`src/rtl/vmc_pkg.sv`:
```
package vmc_pkg;

    localparam int MAX_ROWS   = 32;
    localparam int MASK_BITS  = 32;
    localparam int ROW_CAP    = (MAX_ROWS < MASK_BITS) ? MAX_ROWS : MASK_BITS;
    localparam int LEVEL_W    = 16;
    localparam int ROW_W      = 6;
    localparam int PROD_W     = LEVEL_W + ROW_W;
    localparam int QBIT_W     = 3;

    localparam logic [LEVEL_W-1:0] GAIN_DECAY = LEVEL_W'(5);

    localparam logic CFG_NOISE = 1'b0;
    localparam logic CFG_ROWS  = 1'b1;

    localparam logic CMD_GAIN  = 1'b0;
    localparam logic CMD_PAINT = 1'b1;

    typedef struct packed {
        logic               start;
        logic [LEVEL_W-1:0] level;
        logic [ROW_W-1:0]   rows;
        logic [LEVEL_W-1:0] gain;
    } t_lane_ctl;

    typedef struct packed {
        logic             done;
        logic [ROW_W-1:0] bar;
    } t_lane_sts;

    function automatic logic [MASK_BITS-1:0] column_mask(
        input logic [ROW_W-1:0] bar,
        input logic [ROW_W-1:0] rows
    );
        logic [ROW_W-1:0]     start;
        logic [ROW_W:0]       stop;
        logic [MASK_BITS-1:0] m;
        start = (rows - bar) >> 1;
        stop  = {1'b0, start} + {1'b0, bar};
        for (int y = 0; y < MASK_BITS; y++) begin
            m[y] = ((ROW_W+1)'(y) >= {1'b0, start}) && ((ROW_W+1)'(y) < stop);
        end
        return m;
    endfunction

endpackage

```
`src/rtl/vu_meter_column_auto_gain_core.sv`:
```
// From an input transfer, each lane steps through L_MUL, L_CHK, the six-step
// restoring divider in L_DIV (skipped when the quotient saturates or gain is 0),
// L_FIN and L_DONE, and the output register then loads. A new item is taken only
// after that load, which waits on i_out_ready while the output register is full.
// Reset: synchronous active low; noise level and gain clear to 0, bar rows to 16,
// output register empty.
module vu_meter_column_auto_gain_core
    import vmc_pkg::*;
#(
    parameter int P_MAX_ROWS = MAX_ROWS
)
(
    input  logic                 i_clk,
    input  logic                 i_rst_n,
    input  logic                 i_cfg_we,
    input  logic                 i_cfg_idx,
    input  logic [LEVEL_W-1:0]   i_cfg_data,
    input  logic                 i_in_valid,
    output logic                 o_in_ready,
    input  logic                 i_cmd,
    input  logic [LEVEL_W-1:0]   i_left_level,
    input  logic [LEVEL_W-1:0]   i_right_level,
    input  logic [LEVEL_W-1:0]   i_peak_level,
    output logic                 o_out_valid,
    input  logic                 i_out_ready,
    output logic [MASK_BITS-1:0] o_left_mask,
    output logic [MASK_BITS-1:0] o_right_mask,
    output logic [ROW_W-1:0]     o_left_bar,
    output logic [ROW_W-1:0]     o_right_bar,
    output logic [LEVEL_W-1:0]   o_gain_now
);

    localparam int ROW_LIMIT = (P_MAX_ROWS < MASK_BITS) ? P_MAX_ROWS : MASK_BITS;

    typedef enum logic {
        S_IDLE,
        S_RUN
    } t_state;

    t_state             r_state;
    logic [LEVEL_W-1:0] r_noise;
    logic [ROW_W-1:0]   r_bar_rows;
    logic [LEVEL_W-1:0] r_gain;
    logic               r_cmd;
    logic [ROW_W-1:0]   r_rows;

    logic               w_accept;
    logic [LEVEL_W-1:0] w_decayed;
    logic [LEVEL_W-1:0] n_gain;
    logic [ROW_W-1:0]   w_rows;
    logic               w_load;
    logic               w_free;
    t_lane_ctl          w_left_ctl;
    t_lane_ctl          w_right_ctl;
    t_lane_sts          w_left_sts;
    t_lane_sts          w_right_sts;

    assign o_in_ready = (r_state == S_IDLE);
    assign w_accept   = i_in_valid && o_in_ready;

    always_comb begin
        w_decayed = r_gain;
        if (r_gain > r_noise) begin
            w_decayed = (r_gain > GAIN_DECAY) ? (r_gain - GAIN_DECAY) : '0;
        end
        n_gain = (i_peak_level > w_decayed) ? i_peak_level : w_decayed;
    end

    assign w_rows = (r_bar_rows > ROW_W'(ROW_LIMIT)) ? ROW_W'(ROW_LIMIT) : r_bar_rows;

    assign w_left_ctl  = '{start: w_accept, level: i_left_level,  rows: w_rows, gain: r_gain};
    assign w_right_ctl = '{start: w_accept, level: i_right_level, rows: w_rows, gain: r_gain};

    assign w_load = (r_state == S_RUN) && w_left_sts.done && w_right_sts.done && w_free;

    always_ff @(posedge i_clk) begin
        if (!i_rst_n) begin
            r_state    <= S_IDLE;
            r_noise    <= '0;
            r_bar_rows <= ROW_W'(16);
            r_gain     <= '0;
        end else begin
            if (i_cfg_we) begin
                unique case (i_cfg_idx)
                    CFG_NOISE: begin
                        r_noise <= i_cfg_data;
                        r_gain  <= i_cfg_data;
                    end
                    CFG_ROWS: r_bar_rows <= i_cfg_data[ROW_W-1:0];
                    default: ;
                endcase
            end
            unique case (r_state)
                S_IDLE: begin
                    if (w_accept) begin
                        r_cmd  <= i_cmd;
                        r_rows <= w_rows;
                        if (i_cmd == CMD_GAIN) begin
                            r_gain <= n_gain;
                        end
                        r_state <= S_RUN;
                    end
                end
                S_RUN: begin
                    if (w_load) begin
                        r_state <= S_IDLE;
                    end
                end
                default: r_state <= S_IDLE;
            endcase
        end
    end

    vmc_lane u_lane_left (
        .i_clk   (i_clk),
        .i_rst_n (i_rst_n),
        .i_ctl   (w_left_ctl),
        .o_sts   (w_left_sts)
    );

    vmc_lane u_lane_right (
        .i_clk   (i_clk),
        .i_rst_n (i_rst_n),
        .i_ctl   (w_right_ctl),
        .o_sts   (w_right_sts)
    );

    vmc_merge u_merge (
        .i_clk        (i_clk),
        .i_rst_n      (i_rst_n),
        .i_load       (w_load),
        .i_cmd        (r_cmd),
        .i_rows       (r_rows),
        .i_gain       (r_gain),
        .i_left       (w_left_sts),
        .i_right      (w_right_sts),
        .o_free       (w_free),
        .o_valid      (o_out_valid),
        .i_ready      (i_out_ready),
        .o_left_mask  (o_left_mask),
        .o_right_mask (o_right_mask),
        .o_left_bar   (o_left_bar),
        .o_right_bar  (o_right_bar),
        .o_gain_now   (o_gain_now)
    );

endmodule

```
`src/rtl/vmc_lane.sv`:
```
module vmc_lane
    import vmc_pkg::*;
(
    input  logic      i_clk,
    input  logic      i_rst_n,
    input  t_lane_ctl i_ctl,
    output t_lane_sts o_sts
);

    typedef enum logic [2:0] {
        L_IDLE,
        L_MUL,
        L_CHK,
        L_DIV,
        L_FIN,
        L_DONE
    } t_lstate;

    t_lstate             r_state;
    logic [LEVEL_W-1:0]  r_level;
    logic [ROW_W-1:0]    r_rows;
    logic [LEVEL_W-1:0]  r_gain;
    logic [PROD_W-1:0]   r_rem;
    logic [ROW_W-1:0]    r_quo;
    logic [QBIT_W-1:0]   r_bit;
    logic [ROW_W-1:0]    r_bar;

    logic [PROD_W-1:0]   w_shifted;
    logic [PROD_W-1:0]   w_full;
    logic [ROW_W-1:0]    w_clamp;
    logic [ROW_W-1:0]    n_bar;

    assign w_shifted = PROD_W'(r_gain) << r_bit;
    assign w_full    = {r_gain, ROW_W'(0)};
    assign w_clamp   = (r_quo > r_rows) ? r_rows : r_quo;

    always_comb begin
        n_bar = w_clamp;
        if (!r_rows[0] && w_clamp[0]) begin
            n_bar = w_clamp + ROW_W'(1);
        end else if (r_rows[0] && (w_clamp > ROW_W'(1)) && !w_clamp[0]) begin
            n_bar = w_clamp - ROW_W'(1);
        end
    end

    always_ff @(posedge i_clk) begin
        if (!i_rst_n) begin
            r_state <= L_IDLE;
        end else begin
            unique case (r_state)
                L_IDLE, L_DONE: begin
                    if (i_ctl.start) begin
                        r_level <= i_ctl.level;
                        r_rows  <= i_ctl.rows;
                        r_gain  <= i_ctl.gain;
                        r_state <= L_MUL;
                    end
                end
                L_MUL: begin
                    r_rem   <= PROD_W'(r_level) * PROD_W'(r_rows);
                    r_state <= L_CHK;
                end
                L_CHK: begin
                    if (r_gain == '0) begin
                        r_quo   <= (r_level != '0) ? r_rows : '0;
                        r_state <= L_FIN;
                    end else if (r_rem >= w_full) begin
                        r_quo   <= '1;
                        r_state <= L_FIN;
                    end else begin
                        r_quo   <= '0;
                        r_bit   <= QBIT_W'(ROW_W - 1);
                        r_state <= L_DIV;
                    end
                end
                L_DIV: begin
                    if (r_rem >= w_shifted) begin
                        r_rem        <= r_rem - w_shifted;
                        r_quo[r_bit] <= 1'b1;
                    end
                    if (r_bit == '0) begin
                        r_state <= L_FIN;
                    end else begin
                        r_bit <= r_bit - QBIT_W'(1);
                    end
                end
                L_FIN: begin
                    r_bar   <= n_bar;
                    r_state <= L_DONE;
                end
                default: r_state <= L_IDLE;
            endcase
        end
    end

    assign o_sts.done = (r_state == L_DONE);
    assign o_sts.bar  = r_bar;

endmodule

```
`src/rtl/vmc_merge.sv`:
```
module vmc_merge
    import vmc_pkg::*;
(
    input  logic                 i_clk,
    input  logic                 i_rst_n,
    input  logic                 i_load,
    input  logic                 i_cmd,
    input  logic [ROW_W-1:0]     i_rows,
    input  logic [LEVEL_W-1:0]   i_gain,
    input  t_lane_sts            i_left,
    input  t_lane_sts            i_right,
    output logic                 o_free,
    output logic                 o_valid,
    input  logic                 i_ready,
    output logic [MASK_BITS-1:0] o_left_mask,
    output logic [MASK_BITS-1:0] o_right_mask,
    output logic [ROW_W-1:0]     o_left_bar,
    output logic [ROW_W-1:0]     o_right_bar,
    output logic [LEVEL_W-1:0]   o_gain_now
);

    logic                 r_valid;
    logic [MASK_BITS-1:0] r_left_mask;
    logic [MASK_BITS-1:0] r_right_mask;
    logic [ROW_W-1:0]     r_left_bar;
    logic [ROW_W-1:0]     r_right_bar;
    logic [LEVEL_W-1:0]   r_gain_now;

    always_ff @(posedge i_clk) begin
        if (!i_rst_n) begin
            r_valid <= 1'b0;
        end else if (i_load) begin
            r_valid <= 1'b1;
        end else if (i_ready) begin
            r_valid <= 1'b0;
        end
    end

    always_ff @(posedge i_clk) begin
        if (i_load) begin
            r_gain_now <= i_gain;
            if (i_cmd == CMD_PAINT) begin
                r_left_mask  <= column_mask(i_left.bar, i_rows);
                r_right_mask <= column_mask(i_right.bar, i_rows);
                r_left_bar   <= i_left.bar;
                r_right_bar  <= i_right.bar;
            end else begin
                r_left_mask  <= '0;
                r_right_mask <= '0;
                r_left_bar   <= '0;
                r_right_bar  <= '0;
            end
        end
    end

    assign o_free       = !r_valid || i_ready;
    assign o_valid      = r_valid;
    assign o_left_mask  = r_left_mask;
    assign o_right_mask = r_right_mask;
    assign o_left_bar   = r_left_bar;
    assign o_right_bar  = r_right_bar;
    assign o_gain_now   = r_gain_now;

endmodule

```
`config.mk`:
```
export PLATFORM = sky130hd
export DESIGN_NAME = vu_meter_column_auto_gain_core
export DESIGN_NICKNAME = d
export VERILOG_FILES = /design/src/rtl/vmc_pkg.sv /design/src/rtl/vu_meter_column_auto_gain_core.sv /design/src/rtl/vmc_lane.sv /design/src/rtl/vmc_merge.sv
export SDC_FILE = /design/constraint.sdc
export NUM_CORES = 1
export LEC_CHECK = 0
export BUFFER_PORTS_ARGS = -buffer_cell sky130_fd_sc_hd__buf_2
export CAP_MARGIN = 20
export CORE_MARGIN = 4
export CORE_UTILIZATION = 57
export CTS_CLUSTER_DIAMETER = 50
export DETAILED_ROUTE_END_ITERATION = 8
export GPL_TIMING_DRIVEN = 0
export PLACE_DENSITY = 0.79
export SYNTH_ARGS = -nofsm -noshare
export SYNTH_HDL_FRONTEND = slang
export SYNTH_SLANG_ARGS = --single-unit
```
`constraint.sdc`:
```
create_clock -name i_clk -period 9.6 [get_ports i_clk]
set_input_delay 0.48 -clock i_clk [delete_from_list [all_inputs] [get_ports i_clk]]
set_output_delay 0.48 -clock i_clk [all_outputs]
set_load 0.05 [all_outputs]
```
# After elaboration in Yosys (flattened, before gate mapping)

Index checks and enable logic that the tools add are counted.

Output and inout bits: 94
Bits in registers: 295
Bits of input ports: 71

Magnitude comparators: 144
Add/subtract/negate cells: 13
Mux-type cells: 55
Eq/ne operators: 22
Shift operators: 2
Bitwise operators: 4
Reduce and logical (&&, ||, !) cells: 112
Multiply operators: 2

Operators with widths:

| kind                                                                                | count |
|---|---|
| 5-bit by 7-bit less-than comparator with 1-bit output (first input constant)        | 32 |
| 5-bit greater-or-equal comparator (first input constant)                            | 32 |
| 16-bit two-way mux                                                                  | 8 |
| 4-bit by 7-bit less-than comparator with 1-bit output (first input constant)        | 16 |
| 6-bit two-way mux                                                                   | 15 |
| 22-bit greater-or-equal comparator                                                  | 4 |
| 22-bit case mux with 2 select lines                                                 | 2 |
| 4-bit by 5-bit greater-or-equal comparator with 1-bit output (first input constant) | 16 |
| 1-bit logical AND                                                                   | 76 |
| 3-bit by 7-bit less-than comparator with 1-bit output (first input constant)        | 8 |
| 16-bit by 6-bit multiplier with 22-bit output                                       | 2 |
| 22-bit two-way mux                                                                  | 2 |
| 16-bit by 3-bit << shifter with 22-bit output                                       | 2 |
| 22-bit subtractor                                                                   | 2 |
| 3-bit by 5-bit greater-or-equal comparator with 1-bit output (first input constant) | 8 |
| 3-bit two-way mux                                                                   | 13 |
| 16-bit greater-than comparator                                                      | 2 |
| 16-bit logical NOT                                                                  | 2 |
| 16-bit nonzero test                                                                 | 2 |
| 3-bit case mux with 5 select lines                                                  | 2 |
| 1-bit by 7-bit less-than comparator with 1-bit output (first input constant)        | 4 |
| 2-bit by 7-bit less-than comparator with 1-bit output (first input constant)        | 4 |
| 6-bit case mux with 2 select lines                                                  | 2 |
| 3-bit AND reduction                                                                 | 7 |
| other kinds (32)                                                                    | 91 |

# Logic depth before layout (Yosys ltp)

Word-level depth: 8
Depth in mapped cells: 20

# Hierarchy

A second synthesis with hierarchy kept.

Cell total of the unflattened synthesis: 2,564
Area, all modules: 24,848.8 sq um

Modules (own cells, without submodules):

| module                         | instances | cells an instance | seq. area each (sq um) | area each (sq um) |
|---|---|---|---|---|
| vmc_lane (u_lane_right)        | 1         | 904               | 2,312.2                | 8,506.9 |
| vmc_lane (u_lane_left)         | 1         | 873               | 2,312.2                | 8,313.0 |
| vmc_merge                      | 1         | 398               | 2,782.7                | 4,903.5 |
| vu_meter_column_auto_gain_core | 1         | 389               | 991.0                  | 3,125.5 |

# Least setup slack after synthesis

No wires, ideal clock.

Kind: register to register
Start: register u_lane_right.r_state[0]
End: register u_merge.r_gain_now[0], in the netlist u_merge.o_gain_now[0], enable pin
Arrival time: 9.526 ns
Setup time: 0.772 ns
Cell stages (with the launch flop): 4
Period minus slack after synthesis: 10.298 ns
Slack: -0.698 ns
Path through: dfxtp_1 clkbuf_1 nand3_1 nor4_1

Cells in the longest elaborated chain, start to end: 3

Ends and longest elaborated chain:

| item                           | line                                 | source |
|---|---|---|
| start: declaration             | vmc_lane.sv:19                       | `t_lstate r_state;` |
| start signal: assignment       | vmc_lane.sv:48                       | `r_state <= L_IDLE;` |
| start signal: assignment       | vmc_lane.sv:56                       | `r_state <= L_MUL;` |
| start signal: assignment       | vmc_lane.sv:61                       | `r_state <= L_CHK;` |
| 3-bit == test                  | vmc_lane.sv:96                       | `assign o_sts.done = (r_state == L_DONE);` |
| 1-bit logical AND (2 in a row) | vu_meter_column_auto_gain_core.sv:74 | `assign w_load = (r_state == S_RUN) && w_left_sts.done && w_right_sts.done && w_free;` |
| via u_merge.i_load             | vmc_merge.sv:6                       | `input logic i_load,` |
| end signal: assignment         | vmc_merge.sv:41                      | `r_gain_now <= i_gain;` |
| end: declaration               | vmc_merge.sv:27                      | `logic [LEVEL_W-1:0] r_gain_now;` |

The timed path passes the listed nets, and every way through them passes these cells.
A chain may end at the register's enable or synchronous reset.

# Worst setup path in the final report

Start: register u_lane_left.r_rows[2]
End: register u_lane_left.r_rem[21], data pin

Cells in the longest elaborated chain, start to end: 2

Ends and longest elaborated chain:

| item                                          | line           | source |
|---|---|---|
| start: declaration                            | vmc_lane.sv:21 | `logic [ROW_W-1:0] r_rows;` |
| start signal: assignment                      | vmc_lane.sv:54 | `r_rows <= i_ctl.rows;` |
| 16-bit by 6-bit multiplier with 22-bit output | vmc_lane.sv:60 | `r_rem <= PROD_W'(r_level) * PROD_W'(r_rows);` |
| 22-bit case mux with 2 select lines           | vmc_lane.sv:50 | `unique case (r_state)` |
| end signal: assignment                        | vmc_lane.sv:60 |  |
| end signal: assignment                        | vmc_lane.sv:78 | `r_rem <= r_rem - w_shifted;` |
| end: declaration                              | vmc_lane.sv:23 | `logic [PROD_W-1:0] r_rem;` |

Every way passes these cells.

==> implementation parameters <==
Parameter                              Value

CTS
  Clock transition at the registers of the reported paths    around 60 ps
  Number of buffers inserted during clock tree synthesis    40
  Post-CTS setup buffer count    0
  TritonCTS clock tree    yes
  Num Clock Sinks    295
  Max Buffers Root-to-Sink    3
  Source-to-sink clock delay at the later pin of the worst-skew pair    590 ps
  H-tree depth    2
  Clock root buffer    sky130_fd_sc_hd__clkbuf_16
  Resize count post-CTS    0
  Hold buffer count at CTS    0

Synthesis
  Share of the yosys chip area belonging to registers    0.3493
  Cell count after synthesis    approximately 2500
  Dominant combinational cell family by area after synthesis    adder cells
  Post-synthesis cell area    between 20000 and 25000 um^2
  Leading post-synthesis cells by cell area    sky130_fd_sc_hd__edfxtp_1, sky130_fd_sc_hd__ha_1, sky130_fd_sc_hd__fa_1
  Most used flip-flop cell after synthesis    sky130_fd_sc_hd__edfxtp_1
  Synth Warn #    0
  Mean instance size in the synthesized netlist    around 9.6 um^2
  Most repeated cell in the gate-level netlist after synthesis    sky130_fd_sc_hd__nand2_1
  Syn_nets    between 2000 and 3000
  Area share of the largest cell type after synthesis    0.3110
  Synth top cells by count    sky130_fd_sc_hd__nand2_1, sky130_fd_sc_hd__inv_1, sky130_fd_sc_hd__edfxtp_1
  Arithmetic-cell share of the synthesized area counting full adders, half adders and majority gates    0.2092
  Register bit count reported by yosys    295
  Post-synth cell types    92
  Count of flip-flops with a built-in enable after synthesis    around 250
  Share of cell area taken by muxes after synthesis    0.02951
  Proportion of register bits with asynchronous set or reset after synthesis    0
  Compound-cell area share of the yosys netlist    0.1620
  Post-synthesis simple-gate area fraction    0.1597
  Synthesized-area fraction occupied by xor and xnor cells    0.03414
  Yosys top cell by area    sky130_fd_sc_hd__edfxtp_1

Die
  Horizontal extent of the die    213.4 um
  Core area    41290 um^2
  Ports    ~170
  Chip height    around 210 um
  Area of the die    45520 um^2
  Number of standard-cell rows in the floorplan    74
  Initial Util    0.5821

Job
  Maximum Capacitance Violations    0

Placement
  Inst Count DP    between 3000 and 4000
  Total half-perimeter wirelength after legalization and detailed placement    between 40 and 50 mm
  Placed standard-cell area    roughly 26000 um^2
  Global placement routability congestion    around 0.97
  Number of I/O port buffers    ~160

Timing
  Max-slew violation total from the final report    0
  Summed negative setup slack over all endpoints    0 ps
  Setup clock skew after layout    19.24 ps
  Final setup violation count    0
  Measured slew at the worst slew-check pin    1030 ps
  Final critical-path required period    about 5700 ps
  RSZ-0062 raised after global routing    false
  Final worst-path cycle share    0.5948
  Slew Limit Headroom    0.3107
  Number of failing hold endpoints at the final stage    0
  Highest clock frequency the design can meet    175.1 MHz

Setup path
  CP max stage cell    sky130_fd_sc_hd__clkbuf_1
  Cells along the critical path    clkbuf_1 -> clkbuf_1 -> nand2_1 -> fa_1 -> inv_1 -> ha_1 -> inv_1 -> fa_1 -> inv_1 -> fa_1 -> a211oi_1 -> o21ai_0 -> a21oi_1 -> o21ai_0 -> a31oi_1 -> o21ai_0 -> xnor2_1 -> mux2i_1
  Crit path arrival time    about 6000 ps
  Required time at the endpoint of the critical path    slightly below 10000 ps
  Worst-path maximum fanout    10
  Biggest cell delay along the critical path    a little under 600 ps
  Worst setup SP type    flip-flop
  R2R cell count    18
  WS Path Type    flip-flop to flip-flop
  Critical path endpoint category    flip-flop

Routing
  Vias post-DR    20270
  Number of routed nets with antenna violations    0
  Total length of routed wires    roughly 64 mm
  Routed len/inst    between 15 and 20 um
  Starting DRT DRC Count    slightly below 2000
  First-pass DRT Iterations    6
  Total DRC errors in the routed layout    0
  Number of vias per cell after detailed routing    approximately 6.2

Cells and area
  Cell area after layout    27030 um^2
  Post-route non-filler standard cell count    around 3300
  Number of filler cells placed in the layout    between 3000 and 4000
  Share of cells above drive strength 1    0.1117
  Final net count    3126
  Area used by multi-input combinational logic    about 14000 um^2
  Diodes inserted    0
  Signed area change from the synthesized netlist to the final layout    12.42%
  Area occupied by registers    ~8400 um^2

Global routing
  Global route overflow    0
  Antenna violations before repair    0
  Pin count of the biggest net entering global routing    23
  Wire length of the first global-routing pass    a little over 100 mm
  Number of global-route vias before repair    slightly below 20000
  Global router's overall resource usage    0.2774

Min path
  Hold Path Class    input port to flip-flop
  Hold Path Stages    1

Run status
  Run status    completed

Power and ir drop
  Static leakage power    11.79 nW
  Peak supply drop    roughly 0.14 mV
  Total power of the final layout    5.882 mW
  Power per standard cell area    between 200 and 250 nW/um^2
==> metal layers <==
| layer | vias up | GRT usage | part of all wire |
|---|---|---|---|
| li1 | 9401 | - | - |
| met2 | 1026 | 0.4426 | 0.46 |
| met3 | 159 | 0.04097 | 0.089 |
| met5 | - | 0 | 0 |
| met1 | 9686 | 0.3973 | 0.43 |
| met4 | 0 | 0.08453 | 0.029 |
==> cell families (layout without fill, tap and decap cells) <==
kind of cell | after synthesis | after routing
compound gates | 578 | 578
xor+xnor | 92 | 92
fa+ha+maj | 330 | 330
buf+inv | 356 | 607
flops | 295 | 295
mux | 59 | 59
simple gates | 796 | 796
==> cells in the final DEF, fill, tap and decap left out, drive strengths merged, types with 10 or more instances in the layout <==
cell and count:
a31oi 21, or3 10, ha 210, nand4 25, a2111oi 10, a221oi 29
o21bai 13, or2 14, and2 59, nor3 65, mux2i 45, dfxtp 46
clkbuf 120, nand3 46, buf 187, a221o 14, nand2b 19, a21boi 25
nor2 117, and3 14, inv 282, o21a 27, o31ai 23, xnor2 45
clkinv 13, nand2 338, fa 120, edfxtp 249, nor4 26, a21oi 154
xor2 47, o21ai 105, a21o 54, a211oi 28, nor2b 29
==> registers in the layout, summed over array words and instances, names as in the netlist, 6 cells and up <==
signal,cells
r_bar_rows,6
r_gain,16
r_noise,16
r_rows,6
u_lane_left.r_bar,6
u_lane_left.r_gain,16
u_lane_left.r_level,16
u_lane_left.r_quo,6
u_lane_left.r_rem,22
u_lane_left.r_rows,6
u_lane_right.r_bar,6
u_lane_right.r_gain,16
u_lane_right.r_level,16
u_lane_right.r_quo,6
u_lane_right.r_rem,22
u_lane_right.r_rows,6
u_merge.o_gain_now,16
u_merge.o_left_bar,6
u_merge.o_left_mask,32
u_merge.o_right_bar,6
u_merge.o_right_mask,32
==> stage by stage <==
step | worst slack (ps) | hold WS (ps) | utilization
after floorplan | 3195 | 432.6 | -
after global placement | 1114 | 452.2 | 0.6179
after detailed placement | 3978 | 460.5 | 0.6221
after CTS | 3966 | 46.63 | 0.6534
after global routing | 3513 | 62.10 | 0.6545
final | 3890 | 73.48 | 0.6545
==> power by group <==
group | internal [mW] | switching, mW | total (mW) | leakage [nW]
clock network | 0.821 | 0.641 | 1.46 | 0.630
logic | 1.09 | 1.61 | 2.70 | 8.50
registers | 1.59 | 0.127 | 1.72 | 2.66
total | 3.51 | 2.37 | 5.88 | 11.8
==> critical path, delay by kind of cell, from the launching register on <==
kind	cells	cell delay [ps]
DFF	1	320
adders and majority gates	4	1860
AOI/OAI and AO/OA	6	1530
muxes	1	90
xor gates and xnor gates	1	180
buffers and inverters	5	1250
and+or+nand+nor	1	180
==> final cells by class <==
type	instances	share of cell area
multi-input combinational	1855	0.5300
inverter	269	0.03736
sequential	295	0.3107
buffer	87	0.01245
clock buffer	43	0.03745
tap	532	0.02463
timing repair buffer	177	0.03694
clock inverter	31	0.01046
==> worst paths after layout <==
path,startpoint,endpoint,slack (ps)
worst min-delay path,i_left_level[15],u_lane_left.r_level[15],70
worst min register to register,r_noise[14],r_noise[14],470
worst max-delay path,u_lane_left.r_rows[2],u_lane_left.r_rem[21],3890
worst max register to register,u_lane_left.r_rows[2],u_lane_left.r_rem[21],3890
Power figures use the tool's default switching activity.
